### config.mk
export PLATFORM = sky130hd
export DESIGN_NAME = hsv_to_rgb_convert_core
export DESIGN_NICKNAME = d
export VERILOG_FILES = /design/src/rtl/core/hsv2rgb_pkg.sv /design/src/rtl/core/hsv_to_rgb_convert_core.sv
export SDC_FILE = /design/constraint.sdc
export NUM_CORES = 1
export LEC_CHECK = 0
export ABC_CLOCK_PERIOD_IN_PS = 11790
export BUFFER_PORTS_ARGS = -buffer_cell sky130_fd_sc_hd__buf_2
export CORE_ASPECT_RATIO = 0.6
export CORE_MARGIN = 2
export CORE_UTILIZATION = 52
export CTS_CLUSTER_SIZE = 24
export DETAILED_ROUTE_END_ITERATION = 10
export GPL_TIMING_DRIVEN = 1
export PLACE_DENSITY = 0.66
export REMOVE_ABC_BUFFERS = 1
export SETUP_SLACK_MARGIN = 0.2
export SYNTH_ARGS = -nofsm -noshare
export SYNTH_HDL_FRONTEND = slang
export SYNTH_SLANG_ARGS = --single-unit
### constraint.sdc
create_clock -name i_clk -period 11.79 [get_ports i_clk]
set_input_delay 2.358 -clock i_clk [delete_from_list [all_inputs] [get_ports i_clk]]
set_output_delay 2.358 -clock i_clk [all_outputs]
set_load 0.05 [all_outputs]
### src/rtl/core/hsv2rgb_pkg.sv
package hsv2rgb_pkg;

    localparam int unsigned CHAN_W    = 8;
    localparam int unsigned FRAC_BITS = 24;

    // hue sectors, 60 degrees each
    localparam logic [2:0] SEC_RED_YEL  = 3'd0;
    localparam logic [2:0] SEC_YEL_GRN  = 3'd1;
    localparam logic [2:0] SEC_GRN_CYN  = 3'd2;
    localparam logic [2:0] SEC_CYN_BLU  = 3'd3;
    localparam logic [2:0] SEC_BLU_MAG  = 3'd4;
    localparam logic [2:0] SEC_MAG_RED  = 3'd5;

    typedef struct packed {
        logic [CHAN_W-1:0] hue;
        logic [CHAN_W-1:0] saturation;
        logic [CHAN_W-1:0] brightness;
    } t_hsv_req;

    typedef struct packed {
        logic [CHAN_W-1:0] red;
        logic [CHAN_W-1:0] green;
        logic [CHAN_W-1:0] blue;
    } t_rgb_res;

endpackage

### src/rtl/core/hsv_to_rgb_convert_core.sv
// channel   dir  ports                    notes
// request   in   start, busy, i_request   taken when start && !busy
// result    out  o_done, o_result         o_done marks one cycle, no backpressure
//
// Four register stages: sector/fraction and s*v, v*(256-s) products; chroma
// term x; per-channel sums; final *255 scale and truncation.
// One request per clock; each result comes out of the fourth register stage on o_done.
// busy is always low: the pipeline never stalls since results cannot be held.
// Synchronous active-low reset clears the stage valid bits only.
module hsv_to_rgb_convert_core (
    input  logic                  i_clk,
    input  logic                  i_rst_n,
    input  logic                  start,
    output logic                  busy,
    input  hsv2rgb_pkg::t_hsv_req i_request,
    output logic                  o_done,
    output hsv2rgb_pkg::t_rgb_res o_result
);
    import hsv2rgb_pkg::*;

    localparam int unsigned SUM_W = FRAC_BITS;

    // valid bits
    logic r_vld1, r_vld2, r_vld3, r_vld4;

    // stage 1
    logic [2:0]  r_sec1, n_sec1;
    logic [8:0]  r_kk1,  n_kk1;
    logic [15:0] r_sv1,  n_sv1;
    logic [15:0] r_vm1,  n_vm1;
    logic [10:0] pos;
    logic [8:0]  s_inv;
    logic [16:0] vm_full;

    // stage 2
    logic [2:0]       r_sec2;
    logic [SUM_W-1:0] r_x2, n_x2;
    logic [SUM_W-1:0] r_c2, r_m2;
    logic [24:0]      x_full;

    // stage 3
    logic [SUM_W-1:0] r_rs3, n_rs3, r_gs3, n_gs3, r_bs3, n_bs3;

    // stage 4
    t_rgb_res r_res4, n_res4;
    logic [31:0] red_scl, g_scl, b_scl;

    assign busy = 1'b0;

    always_comb begin
        pos     = 11'({3'b0, i_request.hue}) * 11'd6;
        n_sec1  = pos[10:8];
        n_kk1   = pos[8] ? (9'd256 - {1'b0, pos[7:0]}) : {1'b0, pos[7:0]};
        n_sv1   = {8'b0, i_request.saturation} * {8'b0, i_request.brightness};
        s_inv   = 9'd256 - {1'b0, i_request.saturation};
        vm_full = {9'b0, i_request.brightness} * {8'b0, s_inv};
        n_vm1   = vm_full[15:0];
    end

    always_comb begin
        x_full = {9'b0, r_sv1} * {16'b0, r_kk1};
        n_x2   = x_full[SUM_W-1:0];
    end

    always_comb begin
        n_rs3 = r_m2;
        n_gs3 = r_m2;
        n_bs3 = r_m2;
        case (r_sec2)
            SEC_RED_YEL: begin
                n_rs3 = r_m2 + r_c2;
                n_gs3 = r_m2 + r_x2;
            end
            SEC_YEL_GRN: begin
                n_rs3 = r_m2 + r_x2;
                n_gs3 = r_m2 + r_c2;
            end
            SEC_GRN_CYN: begin
                n_gs3 = r_m2 + r_c2;
                n_bs3 = r_m2 + r_x2;
            end
            SEC_CYN_BLU: begin
                n_gs3 = r_m2 + r_x2;
                n_bs3 = r_m2 + r_c2;
            end
            SEC_BLU_MAG: begin
                n_rs3 = r_m2 + r_x2;
                n_bs3 = r_m2 + r_c2;
            end
            default: begin
                // magenta-red sector; codes above it never occur
                n_rs3 = r_m2 + r_c2;
                n_bs3 = r_m2 + r_x2;
            end
        endcase
    end

    // 255*sum = 256*sum - sum
    always_comb begin
        red_scl = {r_rs3, 8'b0} - {8'b0, r_rs3};
        g_scl   = {r_gs3, 8'b0} - {8'b0, r_gs3};
        b_scl   = {r_bs3, 8'b0} - {8'b0, r_bs3};
        n_res4.red   = red_scl[31:FRAC_BITS];
        n_res4.green = g_scl[31:FRAC_BITS];
        n_res4.blue  = b_scl[31:FRAC_BITS];
    end

    always_ff @(posedge i_clk) begin
        if (!i_rst_n) begin
            r_vld1 <= 1'b0;
            r_vld2 <= 1'b0;
            r_vld3 <= 1'b0;
            r_vld4 <= 1'b0;
        end else begin
            r_vld1 <= start && !busy;
            r_vld2 <= r_vld1;
            r_vld3 <= r_vld2;
            r_vld4 <= r_vld3;
        end
    end

    always_ff @(posedge i_clk) begin
        r_sec1 <= n_sec1;
        r_kk1  <= n_kk1;
        r_sv1  <= n_sv1;
        r_vm1  <= n_vm1;
        r_sec2 <= r_sec1;
        r_x2   <= n_x2;
        r_c2   <= {r_sv1, 8'b0};
        r_m2   <= {r_vm1, 8'b0};
        r_rs3  <= n_rs3;
        r_gs3  <= n_gs3;
        r_bs3  <= n_bs3;
        r_res4 <= n_res4;
    end

    assign o_done   = r_vld4;
    assign o_result = r_res4;

`ifndef SYNTH
    a_latency: assert property (@(posedge i_clk) disable iff (!i_rst_n)
        (start && !busy) |-> ##4 o_done)
        else $error("request did not produce a result after 4 cycles");

    a_no_spurious: assert property (@(posedge i_clk) disable iff (!i_rst_n)
        o_done |-> $past(start, 4))
        else $error("result without a matching request");

    a_x_le_c: assert property (@(posedge i_clk) disable iff (!i_rst_n)
        r_vld2 |-> (r_x2 <= r_c2))
        else $error("secondary chroma exceeds chroma");

    a_out_bound: assert property (@(posedge i_clk) disable iff (!i_rst_n)
        o_done |-> (o_result.red != 8'hFF && o_result.green != 8'hFF
                    && o_result.blue != 8'hFF))
        else $error("channel above 254");
`endif

endmodule

==> run summary <==
Worst Setup End Kind = flip-flop
initial core utilization = 52.6%
die area = 35400 µm²
Hold Violations, Final = 0
post-route minimum period = 6970 ps
worst path arrival time = 7310 ps
ys async rst share = 0%
post-cts resize count = 0
relative slew slack = 25.6%
synthesized area per cell = 8.85 µm²
Compound-Gate Fraction of Synth Area = 12.6%
outcome = finished clean
Top Ports = 53
CTS Hold Bufs = 0
Core Area = 33500 µm²
end point of the critical path = r_vm1[14]
vias per std cell = 5.43
max-cap violations = 0
antenna violations before repair = 0
Highest Clock Rate = 143 MHz
1st-iter DRT viols = 977
routed vias = 13500
Overflow after GRT = 0
wire length per cell = 16.8 µm
critical path required time = 12130 ps
Final GP Congestion = 0.891
crit-path cells = buf_2, inv_1, ha_1, nand2_1, or3_1, xor2_1, nand2_1, fa_1, inv_1, fa_1, fa_1, inv_1, fa_1, inv_1, ha_1, or2_2, o311a_1, nor3_1, nor3_1, xor2_1
startpoint types = input port
Port Buf Inserts = 51
Synth Area in XOR/XNOR = 5.12%
Tcrit/Tclk final = 59.2%
Slew @ Worst Pin = 1110 ps
number of synthesized flops with an enable pin = 0
clock slew at reported path FFs = 70 ps
r2r setup slk = 6440 ps
critical path depth = 20
Synth Cell Area = 17600 µm²
crit-path max FO = 10
RSZ-0062 raised after global routing = false
first-pass GRT wire length = 69.1 mm
CTS tree = built
root buf cell = clkbuf_16
adder-cell share of the synthesized area = 33.5%
critical path's top delay family = adder cells
vias in the first global route = 13400
area delta synth->final = 7.25%
dominant synthesized flop cell = dfxtp_1
Synth Area in Simple Gates = 18.5%
die height = 147 µm
DRC violations left = 0
Rows = 52
Setup TNS = 0 ps
proportion of layout cells with a drive suffix above 1 = 5.57%
crit path max-delay cell type = fa_1
Max stage delay on crit path = 540 ps
endpoints failing setup = 0
H-tree levels = 4
Max Root-Sink Buffers = 2
Hold WC Path Type = reg -> reg
reg-to-reg startpoint = r_kk1[7]
Seq cells post-synth = 196
largest net degree at the start of global routing = 61
CP Buf/Inv Count = 5
critical path start-end classification = in -> reg
count of final max-slew check failures = 0
r2r endpoint = r_x2[23]
largest family of logic cells by synthesized area = adder cells
antenna viol nets, final = 0
Setup crit start = i_request[9]
Seq/Total Area, Yosys = 22.3%
GRT Overall Usage = 24.4%
skew final = 19.0 ps
number of synthesis warnings = 0
Worst R2R Path Depth = 16
post-synthesis instance total = 1991
Detail Placement HPWL = 33.8 mm
die width = 242 µm
post-synthesis mux area share = 0.291%
latest clock arrival within the worst-skew pair = 460 ps
post-CTS setup buffers = 0
post-synth cell types = 79
post-layout net count = 2416
TritonRoute pass-1 iters = 6
Total Wirelength = 41.8 mm
clock buffer count from CTS = 17
clock sinks = 196
==> worst min path at each step <==
stage / startpoint / endpoint / slack [ps] / cells after the start
after floorplan: r_vm1[2] / r_m2[10] / 310 / 0
after global placement: r_vm1[8] / r_m2[16] / 310 / 0
after detailed placement: r_vm1[7] / r_m2[15] / 310 / 0
after CTS: r_vm1[6] / r_m2[14] / 330 / 0
after global routing: r_vm1[7] / r_m2[15] / 330 / 0
final: r_vm1[6] / r_m2[14] / 330 / 0
==> worst register-to-register path: cells and delay by family, from the launching register on <==
family / cells / cell delay, ps
adder cells (fa/ha/maj): 5 / 2430
AO/OA/AOI/OAI: 6 / 1630
flip-flops: 1 / 750
AND/OR/NAND/NOR: 2 / 250
buffers and inverters: 3 / 160
==> registers in the layout (all words and copies together), names as in the netlist <==
register	flops
r_vld2	1
r_sv1	15
r_kk1	8
r_vld3	1
r_sec1	3
r_sec2	3
r_bs3	23
r_vld1	1
o_result	24
o_done	1
r_gs3	23
r_vm1	16
r_c2	15
r_rs3	23
r_m2	16
r_x2	23
==> per-layer routing <==
metal	wire length, µm	vias to the layer above	share of wire, %	global-route usage [%]
li1	-	6579	-	-
met1	21100	6459	50	36.5
met2	16900	418	41	35.6
met3	3150	53	7.5	5.44
met4	635	0	1.5	5.40
met5	0	-	0	0
==> cells in the final DEF, fill, tap and decap left out, types with 10 or more instances in the layout <==
master / netlist / final
xor2_1: 26 / 26
buf_2: 2 / 51
a21oi_1: 95 / 95
inv_1: 306 / 306
and2_1: 201 / 201
a21o_1: 43 / 43
o21a_1: 10 / 10
a211oi_1: 12 / 12
ha_1: 209 / 209
nor3_1: 44 / 44
xnor2_1: 77 / 77
nor2b_1: 28 / 28
nand2b_1: 18 / 18
or3_1: 12 / 12
nand3_1: 27 / 27
dfxtp_1: 196 / 195
fa_1: 164 / 164
nor2_1: 93 / 93
and3_1: 14 / 14
clkbuf_16: 0 / 17
o21ai_0: 56 / 56
nand2_1: 146 / 146
==> final cells by class <==
| class | count | area [µm²] |
|---|---|---|
| clock buffer | 17 | 425 |
| antenna | 1 | 2.50 |
| tap | 459 | 574 |
| clock inverter | 14 | 166 |
| fill | 3018 | 14600 |
| multi-input combinational | 1437 | 12300 |
| timing repair buffer | 58 | 308 |
| sequential | 196 | 3930 |
| inverter | 306 | 1150 |
==> cell usage after synthesis (8+ instances only) <==
cell	n	share of area, %
a221o_1	8	0.45
and3_1	14	0.50
dfxtp_1	196	22
nand4_1	8	0.28
nor2b_1	28	0.99
a31oi_1	8	0.28
a21o_1	43	1.8
nand2_1	146	3.1
a22oi_1	8	0.34
fa_1	164	19
nor2_1	93	2.0
o21a_1	10	0.43
nor4_1	8	0.28
inv_1	306	6.5
or3_1	12	0.43
a211oi_1	12	0.51
and2_1	201	7.1
o22ai_1	8	0.28
o21bai_1	8	0.34
nand3_1	27	0.77
clkbuf_1	47	1.0
xor2_1	26	1.3
nand2b_1	18	0.64
a21oi_1	95	2.7
nor3_1	44	1.3
o21ai_0	56	1.6
ha_1	209	15
xnor2_1	77	3.8
==> metrics by stage <==
step                      worst slack, ps  utilization, %  hold WS, ps  std cells  cell area (µm²)
after floorplan                      4970               -          310       1939            17400
after global placement               4460            54.6          311       2456            18300
after global routing                 4520            56.4          334       2487            18900
after detailed placement             4370            54.6          312       2456            18300
after CTS                            4840            56.4          328       2487            18900
final                                4820            56.4          328       2488            18900
==> logic make-up (layout without fill, tap and decap cells) <==
family | Yosys count | count (layout)
fa+ha+maj | 373 | 373
mux | 5 | 5
flops | 196 | 196
xor+xnor | 103 | 103
buf+inv | 358 | 395
compound gates | 332 | 332
other cells | 1 | 2
simple gates | 623 | 623
Power is not shown: default switching activity piles up to over one toggle a cycle in this logic, so the estimate is an artifact.
